$ cat src/wsd_pkg.sv
`timescale 1ns / 1ps
// ----------------------------------------------------------------------------
// wsd_pkg
// Shared types and codes of the WebSocket frame deframer.
// ----------------------------------------------------------------------------
package wsd_pkg;

  localparam int unsigned MAX_PAYLOAD_W = 24;
  localparam logic [MAX_PAYLOAD_W-1:0] MAX_PAYLOAD_RST = 24'd1048576;

  localparam logic [1:0] KIND_DATA  = 2'd0;
  localparam logic [1:0] KIND_EMPTY = 2'd1;
  localparam logic [1:0] KIND_ERROR = 2'd2;

  localparam logic [1:0] ERR_NOT_FINAL  = 2'd0;
  localparam logic [1:0] ERR_NOT_MASKED = 2'd1;
  localparam logic [1:0] ERR_TOO_LONG   = 2'd2;

  localparam logic [0:0] REG_MAX_PAYLOAD = 1'd0;

  typedef struct packed {
    logic       valid;
    logic [1:0] kind;
    logic [7:0] data_byte;
    logic [3:0] frame_opcode;
    logic       last;
    logic [1:0] error_code;
  } res_t;

endpackage

$ cat src/websocket_frame_deframer_unit.sv
`timescale 1ns / 1ps
// ----------------------------------------------------------------------------
// websocket_frame_deframer_unit
// Parses masked client-to-server WebSocket frames from a byte stream.
// ----------------------------------------------------------------------------
// Usage:
//   Input channel (in_valid/in_ready/in_byte) carries one stream byte per item.
//   Result channel (out_valid/out_ready/out_*) carries unmasked payload bytes,
//   an empty-frame marker, or one error item.
//   The APB port holds max_payload at byte address 0.
// Throughput: one byte per cycle while the result channel is not stalled;
//   header, extended length and mask key bytes are consumed without a result.
// Data path: each accepted byte passes the input register, then parser logic
//   into the result register.
// Reset: clears the parser to the first header byte and max_payload to
//   1048576. After an error item all bytes are accepted and dropped until reset.
// Stall: while out_ready is low the result register holds; the input register
//   holds one more byte, then in_ready drops.
// ----------------------------------------------------------------------------
module websocket_frame_deframer_unit #(
  parameter int unsigned LENGTH_COUNT_BITS = 24
) (
  input  logic        clk,
  input  logic        rst_n,
  input  logic        in_valid,
  output logic        in_ready,
  input  logic [7:0]  in_byte,
  output logic        out_valid,
  input  logic        out_ready,
  output logic [1:0]  out_kind,
  output logic [7:0]  out_data_byte,
  output logic [3:0]  out_frame_opcode,
  output logic        out_last,
  output logic [1:0]  out_error_code,
  input  logic        psel,
  input  logic        penable,
  input  logic        pwrite,
  input  logic [2:0]  paddr,
  input  logic [31:0] pwdata,
  output logic [31:0] prdata,
  output logic        pready
);

  logic                              in_valid_r, in_valid_nxt;
  logic [7:0]                        in_byte_r;
  logic                              can_load;
  logic                              fire;
  logic [wsd_pkg::MAX_PAYLOAD_W-1:0] max_payload;
  wsd_pkg::res_t                     res;

  assign fire     = in_valid_r && can_load;
  assign in_ready = !in_valid_r || fire;

  always_comb begin
    in_valid_nxt = in_valid_r && !fire;
    if (in_valid && in_ready) begin
      in_valid_nxt = 1'b1;
    end
  end

  always_ff @(posedge clk) begin
    if (!rst_n) begin
      in_valid_r <= 1'b0;
    end else begin
      in_valid_r <= in_valid_nxt;
    end
  end

  always_ff @(posedge clk) begin
    if (in_valid && in_ready) begin
      in_byte_r <= in_byte;
    end
  end

  wsd_cfg_regs u_cfg (
    .clk         (clk),
    .rst_n       (rst_n),
    .psel        (psel),
    .penable     (penable),
    .pwrite      (pwrite),
    .paddr       (paddr),
    .pwdata      (pwdata),
    .prdata      (prdata),
    .pready      (pready),
    .max_payload (max_payload)
  );

  wsd_parser #(
    .LENGTH_COUNT_BITS (LENGTH_COUNT_BITS)
  ) u_parser (
    .clk         (clk),
    .rst_n       (rst_n),
    .step        (fire),
    .byte_in     (in_byte_r),
    .max_payload (max_payload),
    .res         (res)
  );

  wsd_out_stage u_out (
    .clk              (clk),
    .rst_n            (rst_n),
    .load             (fire),
    .res              (res),
    .out_ready        (out_ready),
    .can_load         (can_load),
    .out_valid        (out_valid),
    .out_kind         (out_kind),
    .out_data_byte    (out_data_byte),
    .out_frame_opcode (out_frame_opcode),
    .out_last         (out_last),
    .out_error_code   (out_error_code)
  );

endmodule

$ cat src/wsd_cfg_regs.sv
`timescale 1ns / 1ps
// ----------------------------------------------------------------------------
// wsd_cfg_regs
// APB register file: holds the maximum accepted payload length.
// ----------------------------------------------------------------------------
module wsd_cfg_regs (
  input  logic                                 clk,
  input  logic                                 rst_n,
  input  logic                                 psel,
  input  logic                                 penable,
  input  logic                                 pwrite,
  input  logic [2:0]                           paddr,
  input  logic [31:0]                          pwdata,
  output logic [31:0]                          prdata,
  output logic                                 pready,
  output logic [wsd_pkg::MAX_PAYLOAD_W-1:0]    max_payload
);

  logic [wsd_pkg::MAX_PAYLOAD_W-1:0] max_payload_r;
  logic                              hit;

  assign pready = 1'b1;
  assign hit    = (paddr[2:2] == wsd_pkg::REG_MAX_PAYLOAD);

  always_ff @(posedge clk) begin
    if (!rst_n) begin
      max_payload_r <= wsd_pkg::MAX_PAYLOAD_RST;
    end else if (psel && penable && pwrite && hit) begin
      max_payload_r <= pwdata[wsd_pkg::MAX_PAYLOAD_W-1:0];
    end
  end

  always_comb begin
    prdata = '0;
    if (hit) begin
      prdata = 32'(max_payload_r);
    end
  end

  assign max_payload = max_payload_r;

endmodule

$ cat src/wsd_parser.sv
`timescale 1ns / 1ps
// ----------------------------------------------------------------------------
// wsd_parser
// Frame header / mask / payload state machine; one byte per step.
// ----------------------------------------------------------------------------
module wsd_parser #(
  parameter int unsigned LENGTH_COUNT_BITS = 24
) (
  input  logic                              clk,
  input  logic                              rst_n,
  input  logic                              step,
  input  logic [7:0]                        byte_in,
  input  logic [wsd_pkg::MAX_PAYLOAD_W-1:0] max_payload,
  output wsd_pkg::res_t                     res
);

  localparam int unsigned LCB = LENGTH_COUNT_BITS;
  localparam int unsigned CW  = (LCB > wsd_pkg::MAX_PAYLOAD_W) ? LCB : wsd_pkg::MAX_PAYLOAD_W;

  localparam logic [2:0] PH_HDR0       = 3'd0;
  localparam logic [2:0] PH_HDR1       = 3'd1;
  localparam logic [2:0] PH_HDR1_NOFIN = 3'd2;
  localparam logic [2:0] PH_EXT        = 3'd3;
  localparam logic [2:0] PH_MASK       = 3'd4;
  localparam logic [2:0] PH_DATA       = 3'd5;

  logic [2:0]     phase_r, phase_nxt;
  logic [3:0]     opc_r, opc_nxt;
  logic           mask_r, mask_nxt;
  logic [3:0]     left_r, left_nxt;
  logic [LCB-1:0] len_r, len_nxt;
  logic           ovf_r, ovf_nxt;
  logic [31:0]    key_r, key_nxt;
  logic [LCB-1:0] idx_r, idx_nxt;
  logic           halt_r, halt_nxt;

  logic [LCB+7:0] shifted;
  logic [LCB-1:0] cand_len;
  logic           cand_ovf;
  logic           cand_mask;
  logic           too_long;
  logic           is_last;
  logic [7:0]     key_byte;
  logic [6:0]     len7;

  assign len7     = byte_in[6:0];
  assign shifted  = {len_r, byte_in};
  assign is_last  = ({1'b0, idx_r} + {{LCB{1'b0}}, 1'b1}) >= {1'b0, len_r};

  always_comb begin
    if (phase_r == PH_EXT) begin
      cand_len  = shifted[LCB-1:0];
      cand_ovf  = ovf_r | (shifted[LCB+7:LCB] != 8'd0);
      cand_mask = mask_r;
    end else begin
      cand_len  = LCB'(len7);
      cand_ovf  = 1'b0;
      cand_mask = byte_in[7];
    end
    too_long = cand_ovf || (CW'(cand_len) > CW'(max_payload));
  end

  always_comb begin
    unique case (idx_r[1:0])
      2'd0:    key_byte = key_r[31:24];
      2'd1:    key_byte = key_r[23:16];
      2'd2:    key_byte = key_r[15:8];
      default: key_byte = key_r[7:0];
    endcase
  end

  always_comb begin
    phase_nxt = phase_r;
    opc_nxt   = opc_r;
    mask_nxt  = mask_r;
    left_nxt  = left_r;
    len_nxt   = len_r;
    ovf_nxt   = ovf_r;
    key_nxt   = key_r;
    idx_nxt   = idx_r;
    halt_nxt  = halt_r;
    res       = '0;
    res.frame_opcode = opc_r;

    if (step && !halt_r) begin
      unique case (phase_r)
        PH_HDR0: begin
          opc_nxt   = byte_in[3:0];
          phase_nxt = byte_in[7] ? PH_HDR1 : PH_HDR1_NOFIN;
        end
        PH_HDR1_NOFIN: begin
          halt_nxt       = 1'b1;
          phase_nxt      = PH_HDR0;
          res.valid      = 1'b1;
          res.kind       = wsd_pkg::KIND_ERROR;
          res.error_code = wsd_pkg::ERR_NOT_FINAL;
        end
        PH_HDR1, PH_EXT: begin
          mask_nxt = cand_mask;
          len_nxt  = cand_len;
          ovf_nxt  = cand_ovf;
          if (phase_r == PH_EXT) begin
            left_nxt = left_r - 4'd1;
          end
          if (phase_r == PH_HDR1 && len7 == 7'd126) begin
            len_nxt   = '0;
            ovf_nxt   = 1'b0;
            left_nxt  = 4'd2;
            phase_nxt = PH_EXT;
          end else if (phase_r == PH_HDR1 && len7 == 7'd127) begin
            len_nxt   = '0;
            ovf_nxt   = 1'b0;
            left_nxt  = 4'd8;
            phase_nxt = PH_EXT;
          end else if (phase_r == PH_EXT && left_r != 4'd1) begin
            phase_nxt = PH_EXT;
          end else if (!cand_mask) begin
            halt_nxt       = 1'b1;
            phase_nxt      = PH_HDR0;
            res.valid      = 1'b1;
            res.kind       = wsd_pkg::KIND_ERROR;
            res.error_code = wsd_pkg::ERR_NOT_MASKED;
          end else if (too_long) begin
            halt_nxt       = 1'b1;
            phase_nxt      = PH_HDR0;
            res.valid      = 1'b1;
            res.kind       = wsd_pkg::KIND_ERROR;
            res.error_code = wsd_pkg::ERR_TOO_LONG;
          end else begin
            phase_nxt = PH_MASK;
            left_nxt  = 4'd4;
            key_nxt   = '0;
          end
        end
        PH_MASK: begin
          key_nxt  = {key_r[23:0], byte_in};
          left_nxt = left_r - 4'd1;
          if (left_r == 4'd1) begin
            idx_nxt = '0;
            if (len_r == '0) begin
              phase_nxt = PH_HDR0;
              res.valid = 1'b1;
              res.kind  = wsd_pkg::KIND_EMPTY;
              res.last  = 1'b1;
            end else begin
              phase_nxt = PH_DATA;
            end
          end
        end
        PH_DATA: begin
          res.valid     = 1'b1;
          res.kind      = wsd_pkg::KIND_DATA;
          res.data_byte = byte_in ^ key_byte;
          res.last      = is_last;
          idx_nxt       = idx_r + {{(LCB-1){1'b0}}, 1'b1};
          if (is_last) begin
            phase_nxt = PH_HDR0;
            idx_nxt   = '0;
          end
        end
        default: begin
          phase_nxt = PH_HDR0;
        end
      endcase
    end
  end

  always_ff @(posedge clk) begin
    if (!rst_n) begin
      phase_r <= PH_HDR0;
      opc_r   <= '0;
      mask_r  <= 1'b0;
      left_r  <= '0;
      len_r   <= '0;
      ovf_r   <= 1'b0;
      key_r   <= '0;
      idx_r   <= '0;
      halt_r  <= 1'b0;
    end else begin
      phase_r <= phase_nxt;
      opc_r   <= opc_nxt;
      mask_r  <= mask_nxt;
      left_r  <= left_nxt;
      len_r   <= len_nxt;
      ovf_r   <= ovf_nxt;
      key_r   <= key_nxt;
      idx_r   <= idx_nxt;
      halt_r  <= halt_nxt;
    end
  end

endmodule

$ cat src/wsd_out_stage.sv
`timescale 1ns / 1ps
// ----------------------------------------------------------------------------
// wsd_out_stage
// Result register; holds an item until the receiver takes it.
// ----------------------------------------------------------------------------
module wsd_out_stage (
  input  logic          clk,
  input  logic          rst_n,
  input  logic          load,
  input  wsd_pkg::res_t res,
  input  logic          out_ready,
  output logic          can_load,
  output logic          out_valid,
  output logic [1:0]    out_kind,
  output logic [7:0]    out_data_byte,
  output logic [3:0]    out_frame_opcode,
  output logic          out_last,
  output logic [1:0]    out_error_code
);

  logic          valid_r, valid_nxt;
  wsd_pkg::res_t data_r;

  assign can_load = !valid_r || out_ready;

  always_comb begin
    valid_nxt = valid_r && !out_ready;
    if (load) begin
      valid_nxt = res.valid;
    end
  end

  always_ff @(posedge clk) begin
    if (!rst_n) begin
      valid_r <= 1'b0;
    end else begin
      valid_r <= valid_nxt;
    end
  end

  always_ff @(posedge clk) begin
    if (load && res.valid) begin
      data_r <= res;
    end
  end

  assign out_valid        = valid_r;
  assign out_kind         = data_r.kind;
  assign out_data_byte    = data_r.data_byte;
  assign out_frame_opcode = data_r.frame_opcode;
  assign out_last         = data_r.last;
  assign out_error_code   = data_r.error_code;

endmodule

$ cat config.mk
export PLATFORM = sky130hd
export DESIGN_NAME = websocket_frame_deframer_unit
export DESIGN_NICKNAME = d
export VERILOG_FILES = /design/src/wsd_pkg.sv /design/src/websocket_frame_deframer_unit.sv /design/src/wsd_cfg_regs.sv /design/src/wsd_parser.sv /design/src/wsd_out_stage.sv
export SDC_FILE = /design/constraint.sdc
export NUM_CORES = 1
export LEC_CHECK = 0
export ABC_AREA = 1
export BUFFER_PORTS_ARGS = -buffer_cell sky130_fd_sc_hd__buf_2
export CORE_MARGIN = 2
export CORE_UTILIZATION = 55
export CTS_CLUSTER_DIAMETER = 50
export DETAILED_ROUTE_END_ITERATION = 16
export PLACE_DENSITY = 0.8
export SKIP_CTS_REPAIR_TIMING = 1
export SYNTH_ARGS = -nofsm -noshare
export SYNTH_HDL_FRONTEND = slang
export SYNTH_SLANG_ARGS = --single-unit
export TNS_END_PERCENT = 10
$ cat constraint.sdc
create_clock -name clk -period 7.25 [get_ports clk]
set_input_delay 1.45 -clock clk [delete_from_list [all_inputs] [get_ports clk]]
set_output_delay 1.45 -clock clk [all_outputs]
set_load 0.02 [all_outputs]
* Yosys cells after proc, flatten, opt, wreduce, memory -nomap -nowiden *
Index checks and enable logic that the tools add are counted.

cells by class
  add/sub/neg operators = 3
  $lt $le $gt $ge = 2
  eq/ne operators = 19
  mux-type cells = 58
  bitwise operators = 6
  reductions and logical operators = 38

operators by type and width
  kind                                            number
  2-to-1 mux 32 bit                               5
  2-to-1 mux 24 bit                               6
  one-hot mux 32 bit (2 select lines)             1
  one-hot mux 24 bit (2 select lines)             1
  2-to-1 mux 3 bit                                15
  adder 24 x 1 -> 25 bit (second input constant)  1
  >= comparator 25 x 24 -> 1 bit                  1
  adder 24 x 1 -> 24 bit (second input constant)  1
  greater-than comparator 24 bit                  1
  zero test 24 bit                                1
  2-to-1 mux 4 bit                                6
  one-hot mux 3 bit (4 select lines)              2
  one-hot mux 8 bit (3 select lines)              1
  equality test 7 bit (second input constant)     2
  2-to-1 mux 1 bit                                14
  logical AND 1 bit                               12
  2-to-1 mux 11 bit                               1
  2-to-1 mux 8 bit                                1
  inequality test 2 bit (second input constant)   4
  one-hot mux 4 bit (2 select lines)              1
  AND reduction 2 bit                             4
  nonzero test 8 bit                              1
  bitwise XOR 8 bit                               1
  AND reduction 7 bit                             1
  other kinds (24)                                42

storage, ports and cells
  bits in registers = 145
  output and inout port bits = 52

* Longest topological paths before layout *
  depth after elaboration = 12
  gate-level depth with buffers = 24

* Modules after synthesis *
From an unflattened synthesis, not the netlist that was laid out.

unflattened totals
  cells, all modules = 1306
  area total of the unflattened synthesis = 8784.7 µm²

modules (own cells, without submodules)
  module                         times used  cells an instance  area an instance (µm²)  seq. area each (µm²)
  wsd_parser                     1           1044               6511.2                  1881.8
  wsd_cfg_regs                   1           219                1402.6                  480.5
  wsd_out_stage                  1           26                 571.8                   530.5
  websocket_frame_deframer_unit  1           17                 299.0                   260.2

* Least setup slack after synthesis *
No wires, ideal clock.

  path kind = in2out
  from = input paddr[2]
  to = output prdata[10]
  data arrival time = 2.111 ns
  required time = 5.800 ns
  setup slack = 3.689 ns
  stages on the path = 3
  path buffers = 2
  path through = clkbuf_1 -> clkbuf_1 -> nor2_1

between the ends
  longest elaborated chain between the ends = 1

RTL lines
  element             line                                 RTL
  start: declaration  websocket_frame_deframer_unit.sv:38  input logic [2:0] paddr,
  2-to-1 mux 24 bit   wsd_cfg_regs.sv:35                   if (hit) begin
  end: declaration    websocket_frame_deframer_unit.sv:40  output logic [31:0] prdata,

Every way passes these cells.

* Worst setup path after layout *
  from = register u_parser.phase_r[1]
  to = register u_parser.key_r[29]

between the ends
  longest elaborated chain between the ends = 6
  elaborated cells on any way between the ends = 20
  classes of those cells = 1 x order compare; 8 x eq/ne; 4 x mux; 7 x reduce/logical

RTL lines
  element                          line                                                   RTL
  start: declaration               wsd_parser.sv:27                                       logic [2:0] phase_r, phase_nxt;
  start signal: assignment         wsd_parser.sv:180                                      phase_r <= phase_nxt;
  equality test 3 x 2 -> 1 bit     wsd_parser.sv:51, wsd_parser.sv:86, wsd_parser.sv:115
  2-to-1 mux 24 bit                wsd_parser.sv:51                                       if (phase_r == PH_EXT) begin
  greater-than comparator 24 bit   wsd_parser.sv:60                                       too_long = cand_ovf || (CW'(cand_len) > CW'(max_payload));
  logical OR 1 bit                 wsd_parser.sv:60
  inequality test 2 bit (no line)  n/a
  AND reduction 7 bit (no line)    n/a
  end signal: assignment           wsd_parser.sv:186                                      key_r <= key_nxt;
  end: declaration                 wsd_parser.sv:33                                       logic [31:0] key_r, key_nxt;

Several ways; a longest one is shown, not always the timed one.
A chain may end at the register's enable or synchronous reset.

==> results.yml <==
cts:
  htree_levels: 4
  clockBufferDepth: 2
  cts_buffers: 17
  cts.clk_slew.worst_paths_ns: 0.07
  cts_sinks: 145
  root_buffer: "clkbuf_16"
  cts_tree: "built"
  clkLatencyLatePin_ns: 0.43
pwr:
  p_sw_uw: 498.1
  powerDensity_nw_per_um2: 213.5
  p_comb_frac: 0.085
  swShare: 0.2436
  p_leak_nw: 4.100
  p_clk_frac: 0.493
  seqPwrFrac: 0.421
  intPower_mw: 1.546
  ir_worst_vdd_mv: 0.1791
timing:
  fin_crit_sh: 0.5273
  tns_ns: 0
  hold_violations: 0
  slew_headroom: 0.3514
  period_minus_slack_ns: 3.823
  finClkSkew_ns: 0.009298
  rsz0062_at_grt: "no"
  drv_slew: 0
  setup_viol: 0
  tightest_slew_ns: 0.9669
  fmax_ghz: 0.2616
synth:
  async_flop_share: 0
  ys.flop_type: "dfxtp_1"
  avgSynthCellArea_um2: 7.392
  synth_edf_count: 25
  netlist_instances: 1152
  syn_area_um2: 8516
  synth-compound-area-share: 0.1594
  synth_top_family_by_area: "simple AND/OR/NAND/NOR gates"
  ys_warn_count: 0
  synthAdderAreaFrac: 0.07934
  synth_seq_cells: 145
  yosys.area_share.xor_xnor: 0.02057
  ys_types: 46
  synth_mux_area_frac: 0
  synth-simple-area-share: 0.2576
  yosysSeqAreaShare: 0.3703
die:
  die_w_um: 128.4
  fp-row-count: 45
  die_h_um: 128.4
  start_util: 0.5622
  dieArea_um2: 16490
  core_area_um2: 15150
  ioPinCount: 102
global_route:
  grt_start_max_net_pins: 54
  grt_pass1_wl_um: 33910
  antenna_found_initial: 0
  grt_pass1_vias: 7305
  overflow: 0
  track_usage: 0.2559
worst_setup_path:
  critPathLaunchType: "register"
  crit_path_max_incr_delay_ns: 0.56
  critPathMostFrequentCell: "a21oi_1"
  r2r-end: "u_parser.key_r[29]"
  slowest_stage: "dfxtp_1"
  reg2reg_setup_slack_ns: 3.43
  r2r_cells: 15
  cp.required_ns: 7.54
  critPathKind: "reg2reg"
  cp_cell_sequence: "inv_2 > nor2_2 > inv_2 > nor2_1 > ha_1 > a21oi_1 > nand2_1 > a21oi_1 > nand3_1 > nand2_1 > nand3_2 > nand2_4 > nand2_4 > a21oi_1 > nor3_2"
  crit_end: "u_parser.key_r[29]"
  r2r_start: "u_parser.phase_r[1]"
  crit_start: "u_parser.phase_r[1]"
  worstPathMaxFanout: 40
  arrival_ns: 4.11
  cp-end-kind: "register"
placed_design:
  gp_congestion: 0.8789
  portBuffers: 82
  dpl_cell_area_um2: 8899
  post-dp-hpwl_um: 14160
layout:
  syn_to_final_growth_pct: 12.44
  fin_nets: 1312
  antenna_cells: 0
  n_fill_cell: 1270
  final_area_um2: 9575
  fin_util: 0.6322
  drive_above_1_share: 0.1638
detailed_routing:
  drc_errors: 0
  firstDrtPassIters: 5
  wl_per_cell_um: 14.50
  viasPerCell: 5.537
  drt_iter0_markers: 488
  vias: 7802
  wl_um: 20440
  ant_nets: 0
job:
  maxCapViolations: 0
hold_path:
  min_from: "u_parser.opc_r[2]"
  hold_path.class: "reg2reg"
outcome:
  status: "completed"
==> layer usage <==
layer | wire (um) | vias up | part of all wire | track usage
met5 | 0 | - | 0 | 0
met4 | 481 | 0 | 0.024 | 0.1041
met3 | 1187 | 40 | 0.058 | 0.05655
met2 | 9810 | 254 | 0.48 | 0.4196
met1 | 8957 | 3632 | 0.44 | 0.3289
li1 | - | 3876 | - | -
==> worst max-delay path, delay by kind of cell, from the launching register on <==
family          cells  cell delay [ns]
flops               1             0.56
simple gates        9             1.79
compound gates      3             0.67
fa+ha+maj           1             0.30
buf+inv             2             0.32
==> flip-flops by register name (all words and copies together) (netlist names), 3 cells and up <==
name / flops
u_parser.idx_r: 24
u_parser.left_r: 4
u_parser.phase_r: 3
u_cfg.max_payload: 24
u_parser.opc_r: 4
u_parser.key_r: 32
u_out.out_frame_opcode: 4
in_byte_r: 8
u_out.out_data_byte: 8
u_parser.len_r: 24
==> cell usage after synthesis, types with 10 or more instances <==
| master | n | area (um^2) |
|---|---|---|
| o21ai_1 | 10 | 50.05 |
| nand2_1 | 181 | 679.4 |
| nor2_1 | 114 | 427.9 |
| nand3_1 | 53 | 265.3 |
| o21ai_0 | 50 | 250.2 |
| clkbuf_1 | 29 | 108.9 |
| ha_1 | 54 | 675.7 |
| xor2_1 | 16 | 140.1 |
| nand4_1 | 17 | 106.4 |
| dfxtp_1 | 120 | 2402 |
| inv_1 | 157 | 589.3 |
| nor2_2 | 10 | 62.56 |
| edfxtp_1 | 25 | 750.7 |
| a21oi_1 | 176 | 880.8 |
| nor3_2 | 26 | 260.3 |
| buf_4 | 14 | 105.1 |
==> cells in the final DEF, fill, tap and decap left out, types with 5 or more instances in the layout <==
master / n
nor3_1: 5
inv_2: 10
nor3_2: 26
inv_1: 157
nand4_1: 17
nor2_2: 10
clkbuf_16: 17
nor2_1: 114
nand2_1: 181
a21oi_1: 176
edfxtp_1: 25
xor2_1: 16
o221ai_1: 7
nand3_2: 6
or2_2: 9
ha_1: 54
nand2_2: 7
bufinv_16: 6
o21ai_1: 10
conb_1: 9
nand3_1: 53
buf_2: 82
o21ai_0: 50
dfxtp_1: 120
nor4_1: 7
==> power by group through the flow <==
stage	clock [mW]	sequential [mW]	combinational [mW]
after global placement	0	0.877	0.165
after floorplan	0	0.873	0.137
after detailed placement	0	0.878	0.170
after global routing	1.05	0.863	0.195
final	1.01	0.862	0.174
after CTS	1.01	0.861	0.173
==> metrics by stage <==
stage | power [mW] | cells | hold WS, ns | setup WS, ns
finish | 2.045 | 1409 | 0.4322 | 3.427
global route | 2.106 | 1409 | 0.4537 | 3.095
CTS | 2.047 | 1409 | 0.4322 | 3.482
detailed placement | 1.048 | 1377 | 0.4156 | 3.539
global placement | 1.042 | 1377 | 0.4071 | 3.610
floorplan | 1.010 | 1159 | 0.4030 | 3.689
==> logic make-up (layout without fill, tap and decap cells) <==
kind of cell / count (synthesis) / count (layout)
adder cells (fa/ha/maj): 54 / 54
buffers and inverters: 225 / 287
XOR/XNOR: 20 / 20
flip-flops: 145 / 145
AO/OA/AOI/OAI: 258 / 258
AND/OR/NAND/NOR: 448 / 448
other: 2 / 9
==> how the worst min path moves through the flow <==
stage | to | cells past startpoint | slack, ns
CTS | u_out.out_frame_opcode[2] | 0 | 0.43
floorplan | u_out.out_frame_opcode[0] | 0 | 0.40
global placement | u_out.out_frame_opcode[1] | 0 | 0.41
detailed placement | u_out.out_frame_opcode[2] | 0 | 0.42
global route | u_out.out_frame_opcode[3] | 0 | 0.45
finish | u_out.out_frame_opcode[2] | 0 | 0.43
==> cell type report <==
class                   count  area (um^2)  share of cell area
clock buffers              17        425.4             0.04443
clock inverters            15        251.5             0.02626
well taps                 188        235.2             0.02457
inverters                 169        634.4             0.06625
repair buffers             86        440.4             0.04600
multi-input cells         789         4436              0.4632
flip-flops and latches    145         3153              0.3293
(Power assumes the default switching activity.)
